==> config.mk <==
export PLATFORM = sky130hd
export DESIGN_NAME = moving_average_warmup_filter_core
export DESIGN_NICKNAME = d
export VERILOG_FILES = /design/src/sv/mawf_pkg.sv /design/src/sv/mawf_ram.sv /design/src/sv/mawf_div.sv /design/src/sv/moving_average_warmup_filter_core.sv
export SDC_FILE = /design/constraint.sdc
export NUM_CORES = 1
export LEC_CHECK = 0
export BUFFER_PORTS_ARGS = -buffer_cell sky130_fd_sc_hd__buf_2
export CORE_ASPECT_RATIO = 0.5
export CORE_MARGIN = 3
export CORE_UTILIZATION = 60
export CTS_BUF_LIST = sky130_fd_sc_hd__clkbuf_4
export DETAILED_ROUTE_END_ITERATION = 8
export GPL_TIMING_DRIVEN = 0
export HOLD_SLACK_MARGIN = 0.02
export PLACE_DENSITY = 0.77
export SLEW_MARGIN = 20
export SYNTH_ARGS = -nofsm -noshare
export SYNTH_HDL_FRONTEND = slang
export SYNTH_SLANG_ARGS = --single-unit
export TNS_END_PERCENT = 20
==> constraint.sdc <==
create_clock -name i_clk -period 8.8 [get_ports i_clk]
set_input_delay 1.76 -clock i_clk [delete_from_list [all_inputs] [get_ports i_clk]]
set_output_delay 1.76 -clock i_clk [all_outputs]
set_load 0.1 [all_outputs]
==> src/sv/mawf_pkg.sv <==
`default_nettype none
package mawf_pkg;

    typedef struct packed {
        logic busy;
        logic done;
    } t_div_ctrl;

endpackage
`default_nettype wire

==> src/sv/mawf_ram.sv <==
`default_nettype none
module mawf_ram #(
    parameter int WIDTH = 24,
    parameter int DEPTH = 10
) (
    input  wire logic                                     i_clk,
    input  wire logic                                     i_we,
    input  wire logic [(DEPTH > 1 ? $clog2(DEPTH) : 1)-1:0] i_waddr,
    input  wire logic [WIDTH-1:0]                         i_wdata,
    input  wire logic                                     i_re,
    input  wire logic [(DEPTH > 1 ? $clog2(DEPTH) : 1)-1:0] i_raddr,
    output logic      [WIDTH-1:0]                         o_rdata
);

    logic [WIDTH-1:0] r_mem [DEPTH];

    always_ff @(posedge i_clk) begin
        if (i_we) begin
            r_mem[i_waddr] <= i_wdata;
        end
        if (i_re) begin
            o_rdata <= r_mem[i_raddr];
        end
    end

endmodule
`default_nettype wire

==> src/sv/mawf_div.sv <==
`default_nettype none
module mawf_div #(
    parameter int NUM_W = 28,
    parameter int DEN_W = 4
) (
    input  wire logic                     i_clk,
    input  wire logic                     i_rst_n,
    input  wire logic                     i_start,
    input  wire logic signed [NUM_W-1:0]  i_num,
    input  wire logic [DEN_W-1:0]         i_den,
    output mawf_pkg::t_div_ctrl           o_ctrl,
    output logic signed [NUM_W-1:0]       o_quot
);

    import mawf_pkg::*;

    localparam int CNT_W = $clog2(NUM_W + 1);

    logic             r_busy;
    logic             r_done;
    logic             r_neg;
    logic [NUM_W-1:0] r_dvd;
    logic [DEN_W-1:0] r_rem;
    logic [DEN_W-1:0] r_den;
    logic [CNT_W-1:0] r_cnt;

    logic [DEN_W:0]   shifted;
    logic             q_bit;
    logic [DEN_W:0]   diff;

    always_comb begin
        shifted = {r_rem, r_dvd[NUM_W-1]};
        q_bit   = (shifted >= {1'b0, r_den});
        diff    = shifted - {1'b0, r_den};
    end

    always_ff @(posedge i_clk) begin
        if (!i_rst_n) begin
            r_busy <= 1'b0;
            r_done <= 1'b0;
        end else if (i_start) begin
            r_busy <= 1'b1;
            r_done <= 1'b0;
        end else if (r_busy && r_cnt == CNT_W'(1)) begin
            r_busy <= 1'b0;
            r_done <= 1'b1;
        end
    end

    always_ff @(posedge i_clk) begin
        if (i_start) begin
            r_neg <= i_num[NUM_W-1];
            r_dvd <= i_num[NUM_W-1] ? NUM_W'(-i_num) : NUM_W'(i_num);
            r_rem <= '0;
            r_den <= i_den;
            r_cnt <= CNT_W'(NUM_W);
        end else if (r_busy) begin
            r_dvd <= {r_dvd[NUM_W-2:0], q_bit};
            r_rem <= q_bit ? diff[DEN_W-1:0] : shifted[DEN_W-1:0];
            r_cnt <= r_cnt - CNT_W'(1);
        end
    end

    assign o_ctrl.busy = r_busy;
    assign o_ctrl.done = r_done;
    assign o_quot      = r_neg ? NUM_W'(-r_dvd) : NUM_W'(r_dvd);

endmodule
`default_nettype wire

==> src/sv/moving_average_warmup_filter_core.sv <==
`default_nettype none
// Moving average over the last WINDOW signed samples, with warm-up: until the
// window has filled, each result is the mean of the samples seen so far,
// truncated toward zero. One transaction is in work at a time. The result is
// offered once the READ state has read the RAM and started the divider, and
// the one-bit-per-cycle divider has finished in DIV; o_stall is high from
// acceptance until the result is loaded, so no new sample is taken till then.
// The sample ring sits in a RAM with registered read, and a running total
// is kept so only the overwritten entry is read back. A finished result
// waits in the output register while the next sample is taken.
module moving_average_warmup_filter_core #(
    parameter int WINDOW      = 10,
    parameter int SAMPLE_BITS = 24
) (
    input  wire logic                          i_clk,
    input  wire logic                          i_rst_n,
    input  wire logic                          i_valid,
    output logic                               o_stall,
    input  wire logic signed [SAMPLE_BITS-1:0] i_sample,
    output logic                               o_valid,
    input  wire logic                          i_stall,
    output logic signed [SAMPLE_BITS-1:0]      o_average
);

    import mawf_pkg::*;

    localparam int TW = SAMPLE_BITS + $clog2(WINDOW);
    localparam int CW = $clog2(WINDOW + 1);
    localparam int SW = (WINDOW > 1) ? $clog2(WINDOW) : 1;

    localparam logic [1:0] ST_IDLE = 2'd0;
    localparam logic [1:0] ST_READ = 2'd1;
    localparam logic [1:0] ST_DIV  = 2'd2;

    logic [1:0]                    r_state;
    logic [SW-1:0]                 r_slot;
    logic [CW-1:0]                 r_fill;
    logic signed [TW-1:0]          r_total;
    logic signed [SAMPLE_BITS-1:0] r_sample;
    logic                          r_out_valid;
    logic signed [SAMPLE_BITS-1:0] r_average;

    logic                          accept;
    logic                          full;
    logic [SAMPLE_BITS-1:0]        rd_data;
    logic signed [TW-1:0]          old_ext;
    logic signed [TW-1:0]          n_total;
    logic [CW-1:0]                 n_fill;
    logic [SW-1:0]                 n_slot;
    logic                          div_start;
    t_div_ctrl                     div_ctrl;
    logic signed [TW-1:0]          div_quot;
    logic                          out_load;

    assign accept    = i_valid && !o_stall;
    assign full      = (r_fill == CW'(WINDOW));
    assign div_start = (r_state == ST_READ);
    assign out_load  = (r_state == ST_DIV) && div_ctrl.done && (!r_out_valid || !i_stall);

    always_comb begin
        old_ext = full ? TW'(signed'(rd_data)) : '0;
        n_total = r_total - old_ext + TW'(r_sample);
        n_fill  = full ? r_fill : r_fill + CW'(1);
        n_slot  = (r_slot == SW'(WINDOW - 1)) ? '0 : r_slot + SW'(1);
    end

    mawf_ram #(
        .WIDTH (SAMPLE_BITS),
        .DEPTH (WINDOW)
    ) u_ram (
        .i_clk   (i_clk),
        .i_we    (div_start),
        .i_waddr (r_slot),
        .i_wdata (r_sample),
        .i_re    (accept),
        .i_raddr (r_slot),
        .o_rdata (rd_data)
    );

    mawf_div #(
        .NUM_W (TW),
        .DEN_W (CW)
    ) u_div (
        .i_clk   (i_clk),
        .i_rst_n (i_rst_n),
        .i_start (div_start),
        .i_num   (n_total),
        .i_den   (n_fill),
        .o_ctrl  (div_ctrl),
        .o_quot  (div_quot)
    );

    always_ff @(posedge i_clk) begin
        if (!i_rst_n) begin
            r_state     <= ST_IDLE;
            r_slot      <= '0;
            r_fill      <= '0;
            r_total     <= '0;
            r_out_valid <= 1'b0;
        end else begin
            case (r_state)
                ST_IDLE: begin
                    if (accept) begin
                        r_state <= ST_READ;
                    end
                end
                ST_READ: begin
                    r_total <= n_total;
                    r_fill  <= n_fill;
                    r_slot  <= n_slot;
                    r_state <= ST_DIV;
                end
                ST_DIV: begin
                    if (out_load) begin
                        r_state <= ST_IDLE;
                    end
                end
                default: begin
                    r_state <= ST_IDLE;
                end
            endcase
            if (out_load) begin
                r_out_valid <= 1'b1;
            end else if (!i_stall) begin
                r_out_valid <= 1'b0;
            end
        end
    end

    always_ff @(posedge i_clk) begin
        if (accept) begin
            r_sample <= i_sample;
        end
        if (out_load) begin
            r_average <= div_quot[SAMPLE_BITS-1:0];
        end
    end

    assign o_stall   = (r_state != ST_IDLE);
    assign o_valid   = r_out_valid;
    assign o_average = r_average;

endmodule
`default_nettype wire

* Word-level counts from Yosys, hierarchy flattened
Memories as Yosys holds them, arrays and structs flattened. A register that Yosys moved wholly into a read port is not among the register bits. Index checks and enable logic that the tools add are counted.
Word-level totals: bits in registers 131, bits in latches 0, bits in writable memories 240, ROM bits 0, memories kept 1
Cells by class: add/subtract/negate cells 8, multipliers 0, div/mod/pow operators 0, magnitude comparators 1, eq/ne operators 8, shift-type cells 0, mux-type cells 17, bitwise logic cells 1, reductions and logical operators 14
Memory list:
- u_ram.r_mem | depth 10, width 24, rd ports 1, clocked after memory_dff 1, wr ports 1, line mawf_ram.sv:15 | logic [WIDTH-1:0] r_mem [DEPTH];
Operators with widths (number):
- 2-to-1 mux 28 bit | 4
- adder 28 x 24 -> 28 bit | 1
- negation 28 bit | 1
- subtractor 28 bit | 1
- 2-to-1 mux 24 bit | 1
- negation 24 bit | 1
- 2-to-1 mux 4 bit | 3
- adder 4 x 1 -> 4 bit, second input constant | 2
- == test 4 bit, second input constant | 2
- 2-to-1 mux 1 bit | 6
- one-hot mux 2 bit (3 select lines) | 1
- nonzero test 2 bit | 3
- == test 5 x 1 -> 1 bit, second input constant | 1
- greater-or-equal comparator 5 x 4 -> 1 bit | 1
- subtractor 5 x 1 -> 5 bit, second input constant | 1
- logical AND 1 bit | 4
- 2-to-1 mux 2 bit | 2
- != test 2 bit, second input constant | 2
- subtractor 4 bit | 1
- logical NOT 1 bit | 3
- == test 2 x 1 -> 1 bit, second input constant | 1
- == test 2 bit, second input constant | 1
- logical NOT 2 bit | 1
- != test 2 x 1 -> 1 bit, second input constant | 1
- other kinds (4) | 4

* Logic depth before layout (Yosys ltp)
Gate-level depths: netlist of run 1.
depth in word-level cells 7, depth in mapped cells 21, gate-level depth less buffers 19

* By module
A second synthesis of run 1 with hierarchy kept.
Second synthesis, totals: cells, all modules 1508, area, all modules 19077.0 um2
Modules (own cells, without submodules):
- mawf_ram | instances 1, cells each 528, area each 10103.4 um2, seq. area each 7927.6 um2
- moving_average_warmup_filter_core | instances 1, cells each 608, area each 5637.9 um2, seq. area each 2222.1 um2
- mawf_div | instances 1, cells each 372, area each 3335.7 um2, seq. area each 1211.2 um2

* Worst setup path after synthesis of run 1
No wires, ideal clock.
path type register to register, start point register r_fill[0], end point register u_div.r_dvd[26], data pin, library setup time 0.264 ns, arrival 4.399 ns, slack 4.137 ns, stages on the path, launching flop included 20, buffers on the path 2, clock period less this slack 4.663 ns, cell sequence dfxtp_1 -> inv_1 -> ha_1 -> and3b_1 -> clkbuf_1 -> clkbuf_1 -> and2_1 -> fa_1 -> inv_1 -> ha_1 -> a21o_1 -> or4b_1 -> a31o_2 -> a22oi_2 -> nand3_2 -> nor4_1 -> and4b_1 -> a41o_2 -> xor2_1 -> o21ai_1
On the way: word-level cells in the longest chain between the ends 7
RTL lines:
- start, declared | line moving_average_warmup_filter_core.sv:37 | logic [CW-1:0] r_fill;
- start signal, assigned | line moving_average_warmup_filter_core.sv:109 | r_fill <= n_fill;
- == test 4 bit * | line moving_average_warmup_filter_core.sv:56 | assign full = (r_fill == CW'(WINDOW));
- 2-to-1 mux 28 bit * | line moving_average_warmup_filter_core.sv:61 | old_ext = full ? TW'(signed'(rd_data)) : '0;
- subtractor 28 bit * | line moving_average_warmup_filter_core.sv:62 | n_total = r_total - old_ext + TW'(r_sample);
- adder 28 x 24 -> 28 bit * | line moving_average_warmup_filter_core.sv:62
- negation 28 bit | line mawf_div.sv:53 | r_dvd <= i_num[NUM_W-1] ? NUM_W'(-i_num) : NUM_W'(i_num);
- 2-to-1 mux 28 bit * | line mawf_div.sv:53
- 2-to-1 mux 28 bit * | line mawf_div.sv:51 | if (i_start) begin
- end signal, assigned | line mawf_div.sv:53
- end signal, assigned | line mawf_div.sv:58 | r_dvd <= {r_dvd[NUM_W-2:0], q_bit};
- end, declared | line mawf_div.sv:22 | logic [NUM_W-1:0] r_dvd;
Every way passes the cells marked *; elsewhere a longest branch is shown, timed or not. A chain may end at the register's enable or synchronous reset.

* Final worst setup path of run 1
Same ends and word-level chain as after synthesis.

==> results of run 1 <==
-- per-stage QoR --
stage,utilization,setup slack (ps),power [mW],instance area (sq um),std cells
after floorplan,-,4140,3.14,18800,1443
after global routing,0.690,2510,5.19,21100,2098
after global placement,0.641,2060,3.40,19600,1919
final,0.690,2720,4.92,21100,2098
after detailed placement,0.651,2910,3.45,19900,1940
after CTS,0.689,2880,4.93,21100,2096
-- Yosys cell counts (4+ instances only) --
library cell / count / area, sq um
nor2b_1: 36 / 225
buf_2: 4 / 20.0
o21a_1: 5 / 37.5
xor2_1: 19 / 166
nand2b_1: 8 / 50.1
dfxtp_1: 50 / 1000
ha_1: 38 / 475
clkbuf_1: 55 / 206
nand4_1: 4 / 25.0
edfxtp_1: 345 / 10400
or4_1: 6 / 45.0
inv_1: 125 / 469
nand2_1: 126 / 473
fa_1: 28 / 561
nand3_1: 18 / 90.1
a31oi_1: 6 / 37.5
and2_1: 40 / 250
nor4_1: 6 / 37.5
o21ai_0: 61 / 305
a21o_1: 11 / 82.6
nor2_1: 53 / 199
a21oi_1: 75 / 375
nor3_1: 17 / 85.1
xnor2_1: 55 / 482
mux4_2: 48 / 1080
mux2i_1: 26 / 260
o211a_1: 6 / 60.1
o211ai_1: 5 / 37.5
and4_1: 9 / 78.8
and3_1: 13 / 81.3
o21ai_1: 6 / 30.0
a21boi_0: 21 / 158
a211oi_1: 34 / 255
buf_1: 9 / 33.8
or3_1: 8 / 50.1
o41ai_1: 6 / 52.6
o31ai_1: 10 / 75.1
-- cell usage in the layout, fill, tap and decap left out, drive strengths merged, types with 21 or more instances in the layout --
cell and n:
a211oi 34, mux2i 26, dfxtp 50, nor2 53
fa 28, nor2b 36, edfxtp 345, a21oi 75
a21boi 21, ha 38, buf 90, nand2 126
o21ai 68, inv 128, xnor2 55, and2 41
mux4 48, clkbuf 193
-- flip-flops by register name, indices dropped and copies added, names as in the netlist, 4 cells and up --
name / cells
o_average: 24
u_ram.r_mem: 240
u_div.r_cnt: 5
r_total: 28
r_sample: 24
u_div.r_den: 4
r_fill: 4
u_div.r_dvd: 28
u_div.r_rem: 4
u_ram.o_rdata: 24
r_slot: 4
-- routing by layer --
metal,GRT usage,share of wire,vias to the layer above
met3,0.0666,0.087,73
met1,0.372,0.44,5932
met5,0,0,-
li1,-,-,5650
met2,0.380,0.45,538
met4,0.0842,0.021,0
-- power by group through the flow --
stage / logic (mW) / clock network [mW] / registers, mW
6_report: 1.20 / 1.50 / 2.23
5_1_grt: 1.32 / 1.62 / 2.24
4_1_cts: 1.19 / 1.52 / 2.23
3_5_place_dp: 1.18 / 0 / 2.27
3_3_place_gp: 1.13 / 0 / 2.26
2_1_floorplan: 0.897 / 0 / 2.24
-- path summary, 6_finish.rpt --
| check | depth (start not counted) | end | startpoint |
|---|---|---|---|
| setup / recovery | 19 | u_div.r_dvd[26] | r_fill[0] |
| hold / removal | 2 | r_total[24] | r_total[24] |
| setup reg to reg | 19 | u_div.r_dvd[26] | r_fill[0] |
| hold reg to reg | 2 | r_total[24] | r_total[24] |
-- worst min-delay path, cell delays in order (launching register included) --
cell and delay (ps):
dfxtp_1 310, nand2_1 50, a21boi_0 70
-- cells by family after synthesis --
family                     Yosys count  share of synthesized area
DFF                                395                      0.603
muxes                               75                     0.0718
xor gates and xnor gates            74                     0.0344
and+or+nand+nor                    367                      0.101
AOI/OAI and AO/OA                  269                     0.0933
adders and majority gates           66                     0.0550
buffers and inverters              197                     0.0407
-- final cells by class --
| type | count | area [sq um] |
|---|---|---|
| Antenna cell | 2 | 5.00 |
| Buffer | 71 | 294 |
| Clock buffer | 138 | 1040 |
| Clock inverter | 18 | 146 |
| Fill cell | 2154 | 9510 |
| Inverter | 126 | 473 |
| Multi-Input combinational cell | 851 | 6780 |
| Sequential cell | 395 | 11400 |
| Tap cell | 423 | 529 |
| Timing Repair Buffer | 74 | 498 |
==> flow_metrics.tcl, run 1 <==
set metrics [dict create \
    fin_skew_ps 63.1 \
    grt_pass1_wl_um 67000 \
    crit_required_ps 9320 \
    viasPerCell 5.81 \
    clock.fmax_mhz 165 \
    die-area_sq_um 33700 \
    syn_area_per_cell_sq_um 13.0 \
    pin_count 54 \
    yosysSeqAreaShare 0.603 \
    row_count 45 \
    grt_pass1_vias 12300 \
    grt.overflow.total 0 \
    grt_usage 0.256 \
    finalHoldViolCount 0 \
    initial_utilization 0.615 \
    root_buffer "clkbuf_4" \
    post-cts-setup-buffer-count 0 \
    crit_family "simple AND/OR/NAND/NOR gates" \
    status "finished, final reports clean" \
    critPathCaptureType "flip-flop" \
    antenna_found_initial 2 \
    cts_tree "built" \
    drt_wl_total_um 42300 \
    htree_num_levels 3 \
    ir_drop_mv 0.0962 \
    core_sq_um 30600 \
    synthCells 1443 \
    cts.sinks 395 \
    path_clk_slew_ps 70 \
    comb_power_share 0.243 \
    rsz0062_at_grt "no" \
    layout-drive-gt1-share 0.186 \
    cts.repair.resized 0 \
    drv_cap 0 \
    crit_type "flip-flop to flip-flop" \
    crit_path_cell_trace "inv_1 -> ha_1 -> and3b_1 -> clkbuf_1 -> clkbuf_1 -> and2_1 -> fa_1 -> inv_1 -> ha_1 -> a21oi_1 -> o21ai_0 -> mux2_2 -> a311o_1 -> nor3_1 -> nor2_1 -> and4b_1 -> a41o_2 -> xor2_1 -> o21ai_1" \
    cts_hold_buf 0 \
    synth_area_sq_um 18800 \
    crit_path_max_incr_delay_ps 740 \
    leakagePower_nw 7.62 \
    gp_congestion 0.925 \
    clkPwrFrac 0.304 \
    synthDistinctLibCells 74 \
    min_period_ps 6080 \
    critPathArrivalTime_ps 6600 \
    syn2layout_area_growth_pct 12.2 \
    first_pass_iters 5 \
    dr.first_iter.drc_count 1188 \
    io_buffers 53 \
    dp_hpwl_um 29700 \
    ant_nets 0 \
    critical_path.slowest_cell "nor3_1" \
    switching_share 0.311 \
    p_seq_frac 0.453 \
    power-per-cell-area_nw_per_um2 233 \
    hold_path_class "flip-flop to flip-flop" \
    whs_ps 472 \
    dr_total_vias 12200 \
    dieWidth_um 257 \
    ys_warn_count 0 \
    die_y_um 131 \
    ctsLongestPathBuffers 3 \
    drc 0 \
    rrSetupSlack_ps 2720 \
    cp-start-kind "flip-flop" \
    synth_edf_count 345 \
    crit_fanout 10 \
    p_sw_mw 1.53 \
    finalSetupViolations 0 \
    cts_buffers 87 \
    tightest_slew_ps 964 \
    fin_nets 1700 \
    ys_ff_latch 395 \
    max_slew_margin 0.352 \
    insertion_delay_ps 820 \
    wl_per_cell_um 20.1 \
    finalCritPeriodShare 0.691 \
    syn_nets 1537 \
    ys_async_sr_fraction 0 \
    grt_max_degree 29 \
    cp.buffers_inverters 4 \
    slew_viol_final 0 \
    p_int_mw 3.39 \
    synth_ff_type "edfxtp_1" \
    tns_ps 0 \
]
Note: power is estimated with default switching activity, not from simulation.
==> run 2: changes to the inputs <==
==> constraint.sdc (replaced) <==
create_clock -name i_clk -period 6.1 [get_ports i_clk]
set_input_delay 1.22 -clock i_clk [delete_from_list [all_inputs] [get_ports i_clk]]
set_output_delay 1.22 -clock i_clk [all_outputs]
set_load 0.1 [all_outputs]
==> flow_metrics.tcl, run 2 (synthesis gave the netlist of run 1 again) <==
set metrics [dict create \
    dpl_worst_slack_ps 213 \
    dp_hpwl_um 29700 \
    p_seq_frac 0.452 \
    root_buffer "clkbuf_4" \
    grt.overflow.total 0 \
    status "finished, final reports clean" \
    die_y_um 131 \
    utilization 0.690 \
    drt_wl_total_um 42300 \
    comb_power_share 0.244 \
    core_sq_um 30600 \
    cp.buffers_inverters 6 \
    fin_skew_ps 63.0 \
    cp-start-kind "flip-flop" \
    top_regs "u_ram.r_mem x240, r_total x28, u_div.r_dvd x28" \
    finalHoldViolCount 0 \
    first_pass_iters 5 \
    dr.first_iter.drc_count 1150 \
    die-area_sq_um 33700 \
    layout-drive-gt1-share 0.188 \
    finalCritPeriodShare 0.945 \
    crit_path_max_incr_delay_ps 480 \
    setup_ws_ps 333 \
    gp_congestion 0.925 \
    hold_path_class "flip-flop to flip-flop" \
    crit_path_cell_trace "inv_1 -> ha_1 -> and3b_1 -> clkbuf_1 -> clkbuf_1 -> and2_1 -> fa_1 -> inv_1 -> ha_1 -> clkbuf_1 -> and4_1 -> nand3_1 -> a211oi_1 -> nor2_1 -> a21o_1 -> o21ai_1 -> xor2_2 -> clkbuf_1 -> nor2_1 -> xnor2_1 -> o21ai_0" \
    grt_max_degree 29 \
    rsz0062_at_grt "no" \
    insertion_delay_ps 820 \
    whs_ps 472 \
    cts_tree "built" \
    power-per-cell-area_nw_per_um2 337 \
    p_sw_mw 2.22 \
    grt_pass1_wl_um 67000 \
    ctsLongestPathBuffers 3 \
    viasPerCell 5.83 \
    ant_nets 0 \
    crit_required_ps 6590 \
    tightest_slew_ps 984 \
    dieWidth_um 257 \
    grt_usage 0.256 \
    switching_share 0.312 \
    final_cell_mix "345 x edfxtp_1, 138 x clkbuf_4, 125 x nand2_1, 125 x inv_1, 74 x a21oi_1" \
    crit_fanout 10 \
    ir_drop_mv 0.139 \
    fin_nets 1700 \
    syn2layout_area_growth_pct 12.2 \
    htree_num_levels 3 \
    initial_utilization 0.615 \
    p_int_mw 4.90 \
    antenna_found_initial 2 \
    max_slew_margin 0.340 \
    cts_hold_buf 0 \
    wl_per_cell_um 20.2 \
    slew_viol_final 0 \
    clock.fmax_mhz 173 \
    tns_ps 0 \
    min_period_ps 5770 \
    critPathArrivalTime_ps 6250 \
    cts_buffers 87 \
    finalSetupViolations 0 \
    final_common_cell "edfxtp_1" \
    regMostFlops "u_ram.r_mem" \
    io_buffers 53 \
    critical_path.slowest_cell "fa_1" \
    clkPwrFrac 0.304 \
    grt_pass1_vias 12300 \
    crit_family "buffers and inverters" \
    largest_reg_flops 240 \
    critPathCaptureType "flip-flop" \
    path_clk_slew_ps 70 \
    dr_total_vias 12200 \
    drv_cap 0 \
    row_count 45 \
    crit_path_frequent_cell "clkbuf_1" \
    pin_count 54 \
    drc 0 \
    cts.sinks 395 \
    crit_type "flip-flop to flip-flop" \
    leakagePower_nw 7.62 \
]
## run 2: cell counts in the layout (fill, tap and decap cells not counted)
Identical to the previous run, type by type.
## run 2: layout make-up
| class | instances | area (sq um) |
|---|---|---|
| flip-flops and latches | 395 | 11400 |
| fillers | 2155 | 9500 |
| multi-input cells | 851 | 6790 |
| clock buffers | 138 | 1040 |
| well taps | 423 | 529 |
| repair buffers | 74 | 498 |
| inverters | 126 | 473 |
| plain buffers | 71 | 294 |
| clock inverters | 18 | 146 |
| diodes | 2 | 5.00 |
## run 2: per-layer routing
metal / vias to the layer above / global-route usage / wire length [um]
met5: - / 0 / 0
met3: 78 / 0.0666 / 3390
met2: 502 / 0.380 / 18800
met4: 0 / 0.0842 / 949
li1: 5654 / - / -
met1: 6007 / 0.372 / 19200
## run 2: path summary, 6_finish.rpt
path / from / end / slack, ps / depth (start not counted)
worst max register to register: r_fill[0] / u_div.r_dvd[6] / 330 / 21
worst max-delay path: r_fill[0] / u_div.r_dvd[6] / 330 / 21
worst min-delay path: r_total[24] / r_total[24] / 470 / 2
worst min register to register: r_total[24] / r_total[24] / 470 / 2
## run 2: worst reg2reg max path, cell delays in order (launching register included)
cell	delay [ps]
dfxtp_1	440
inv_1	80
ha_1	190
and3b_1	150
clkbuf_1	220
clkbuf_1	320
and2_1	270
fa_1	480
inv_1	50
ha_1	270
clkbuf_1	300
and4_1	310
nand3_1	130
a211oi_1	450
nor2_1	110
a21o_1	200
o21ai_1	250
xor2_2	390
clkbuf_1	440
nor2_1	120
xnor2_1	210
o21ai_0	100
## run 2: power by group through the flow
| stage | Clock [mW] | Combinational, mW | Sequential [mW] |
|---|---|---|---|
| after CTS | 2.19 | 1.71 | 3.21 |
| after global routing | 2.34 | 1.91 | 3.23 |
| after global placement | 0 | 1.64 | 3.26 |
| after detailed placement | 0 | 1.70 | 3.27 |
| final | 2.16 | 1.74 | 3.22 |
| after floorplan | 0 | 1.29 | 3.23 |
## run 2: stage by stage
| step | power, mW | instance area (sq um) | std cells |
|---|---|---|---|
| floorplan | 4.53 | 18800 | 1443 |
| global placement | 4.90 | 19600 | 1919 |
| detailed placement | 4.97 | 19900 | 1940 |
| CTS | 7.12 | 21100 | 2096 |
| global route | 7.49 | 21100 | 2098 |
| finish | 7.12 | 21100 | 2098 |
## run 2: what timing repair did
item	4_1_cts	5_1_grt
resized for setup	0	2
setup buffers	0	0
endpoints found under the setup margin	0	13
==> run 3: changes to the inputs <==
--- a/config.mk
+++ b/config.mk
@@ -8,12 +8,13 @@
 export BUFFER_PORTS_ARGS = -buffer_cell sky130_fd_sc_hd__buf_2
 export CORE_ASPECT_RATIO = 0.5
 export CORE_MARGIN = 3
-export CORE_UTILIZATION = 60
+export CORE_UTILIZATION = 59
 export CTS_BUF_LIST = sky130_fd_sc_hd__clkbuf_4
 export DETAILED_ROUTE_END_ITERATION = 8
 export GPL_TIMING_DRIVEN = 0
 export HOLD_SLACK_MARGIN = 0.02
-export PLACE_DENSITY = 0.77
+export PLACE_DENSITY = 0.79
+export SKIP_LAST_GASP = 1
 export SLEW_MARGIN = 20
 export SYNTH_ARGS = -nofsm -noshare
 export SYNTH_HDL_FRONTEND = slang
==> constraint.sdc (replaced) <==
create_clock -name i_clk -period 5.1 [get_ports i_clk]
set_input_delay 1.02 -clock i_clk [delete_from_list [all_inputs] [get_ports i_clk]]
set_output_delay 1.02 -clock i_clk [all_outputs]
set_load 0.1 [all_outputs]
==> flow_metrics.tcl, run 3 (synthesis gave the netlist of run 1 again) <==
set metrics [dict create \
    cts_buffers 85 \
    path_clk_slew_ps 80 \
    holdPathStages 1 \
    finalCritPeriodShare 0.966 \
    cts.sinks 395 \
    top_regs "u_ram.r_mem x240, r_total x28, u_div.r_dvd x28" \
    grt_pass1_wl_um 67200 \
    row_count 45 \
    drt_wl_total_um 43200 \
    ir_drop_mv 0.155 \
    root_buffer "clkbuf_4" \
    slew_viol_final 0 \
    max_slew_margin 0.336 \
    drv_cap 0 \
    critical_path.slowest_cell "or4_4" \
    tightest_slew_ps 991 \
    status "finished, final reports clean" \
    io_buffers 53 \
    grt_usage 0.256 \
    critPathArrivalTime_ps 5540 \
    ant_nets 0 \
    ctsLongestPathBuffers 3 \
    fin_skew_ps 26.2 \
    power-per-cell-area_nw_per_um2 398 \
    fin_nets 1712 \
    crit_fanout 10 \
    die-area_sq_um 34200 \
    grt_max_degree 29 \
    grt_pass1_vias 12100 \
    first_pass_iters 5 \
    insertion_delay_ps 770 \
    crit_path_max_incr_delay_ps 540 \
    dp_hpwl_um 30200 \
    fillerInstances 2154 \
    rr_worst_depth 19 \
    hold_path_class "input port to flip-flop" \
    crit_required_ps 5720 \
    cts_tree "built" \
    die_y_um 132 \
    cp_num_cells 19 \
    clock.fmax_mhz 203 \
    finalSetupViolations 0 \
    largest_reg_flops 240 \
    gp_congestion 0.900 \
    pin_count 54 \
    cts_hold_buf 0 \
    initial_utilization 0.610 \
    drc 0 \
    crit_path_cell_trace "inv_1 -> ha_1 -> and3b_2 -> buf_6 -> and2_1 -> fa_1 -> inv_1 -> ha_1 -> buf_6 -> a21o_1 -> a221oi_4 -> o21ai_2 -> or4_4 -> a32oi_4 -> o31ai_4 -> nor4_4 -> nand3_1 -> or4b_4 -> o21ai_1" \
    crit_type "flip-flop to flip-flop" \
    layout-drive-gt1-share 0.205 \
    leakagePower_nw 7.69 \
    core_sq_um 30900 \
    cp.buffers_inverters 4 \
    final_cell_mix "345 x edfxtp_1, 125 x nand2_1, 125 x inv_1" \
    power_mw 8.48 \
    multi_input_area_sq_um 6930 \
    min_period_ps 4930 \
    regMostFlops "u_ram.r_mem" \
    dp_cells 1940 \
    dieWidth_um 259 \
    dr_total_vias 12400 \
    final-seq-area_sq_um 11400 \
    wl_per_cell_um 20.4 \
    grt.overflow.total 0 \
    critPathCaptureType "flip-flop" \
    final_common_cell "edfxtp_1" \
    finalHoldViolCount 0 \
    instances_no_fill 2111 \
    viasPerCell 5.87 \
    syn2layout_area_growth_pct 13.2 \
    cp-start-kind "flip-flop" \
    htree_num_levels 3 \
    dr.first_iter.drc_count 1139 \
    crit_family "simple AND/OR/NAND/NOR gates" \
    antenna_found_initial 3 \
]
==> run 3: changes by cell type in the layout (fill, tap and decap cells not counted), moves of 3 or more <==
cell      before  now
o21ai_0       61   58
a21oi_2        0    4
buf_4          8   29
clkbuf_2       0    5
clkbuf_4     138  118
buf_6          7    4
a211oi_2       0    3
a21oi_1       74   70
a211oi_1      34   30
clkbuf_1      55   45
clkinv_1      10   26
clkinv_2       1    6
==> run 3: routing by layer <==
layer / global-route usage / part of all wire / vias up
li1: - / - / 5693
met1: 0.377 / 0.43 / 6037
met2: 0.384 / 0.45 / 604
met3: 0.0583 / 0.093 / 68
met4: 0.0794 / 0.021 / 0
met5: 0 / 0 / -
==> run 3: power by group <==
group | leakage (nW) | switching (mW) | internal [mW] | total (mW)
clock | 0.647 | 1.23 | 1.19 | 2.42
sequential | 3.56 | 0.134 | 3.71 | 3.85
combinational | 3.48 | 1.33 | 0.890 | 2.22
total | 7.69 | 2.69 | 5.79 | 8.48
==> run 3: worst reg2reg max path: cells and delay by family (launching register included) <==
family | cells | cell delay, ps
AND/OR/NAND/NOR | 6 | 1900
adder cells (fa/ha/maj) | 3 | 950
AO/OA/AOI/OAI | 6 | 1200
buffers and inverters | 4 | 390
flip-flops | 1 | 350
==> run 3: stage by stage <==
step / util / TNS [ps] / instance area (sq um) / hold slack (ps) / setup slack, ps
2_1_floorplan: - / 0 / 18800 / 443 / 437
3_3_place_gp: 0.636 / -103290 / 19600 / 454 / -1430
3_5_place_dp: 0.646 / -15570 / 19900 / 460 / -699
4_1_cts: 0.683 / 0 / 21100 / 343 / 3.97
5_1_grt: 0.691 / -20.9 / 21300 / 332 / -13.4
6_report: 0.691 / 0 / 21300 / 421 / 172
==> run 3: final cells by class <==
class                      count  area share
antenna                        2    0.000235
buffer                        68      0.0140
clock buffer                 118      0.0415
clock inverter                37      0.0102
inverter                     126      0.0222
multi-input combinational    851       0.325
sequential                   395       0.533
tap                          423      0.0248
timing repair buffer          91      0.0290
==> run 3: path summary, 6_finish.rpt <==
| path | from | end | slack [ps] |
|---|---|---|---|
| hold reg to reg | r_total[6] | r_total[6] | 470 |
| hold / removal | i_sample[9] | r_sample[9] | 420 |
| setup reg to reg | r_fill[0] | u_div.r_dvd[27] | 170 |
| setup / recovery | r_fill[0] | u_div.r_dvd[27] | 170 |
==> run 3: what timing repair did <==
action / 4_1_cts / 5_1_grt
pin swaps: 1 / 10
cloned: 0 / 0
gates resized for setup: 15 / 37
setup buffers: 1 / 16
hold endpoints to repair: 0 / 0
endpoints found under the setup margin: 29 / 26
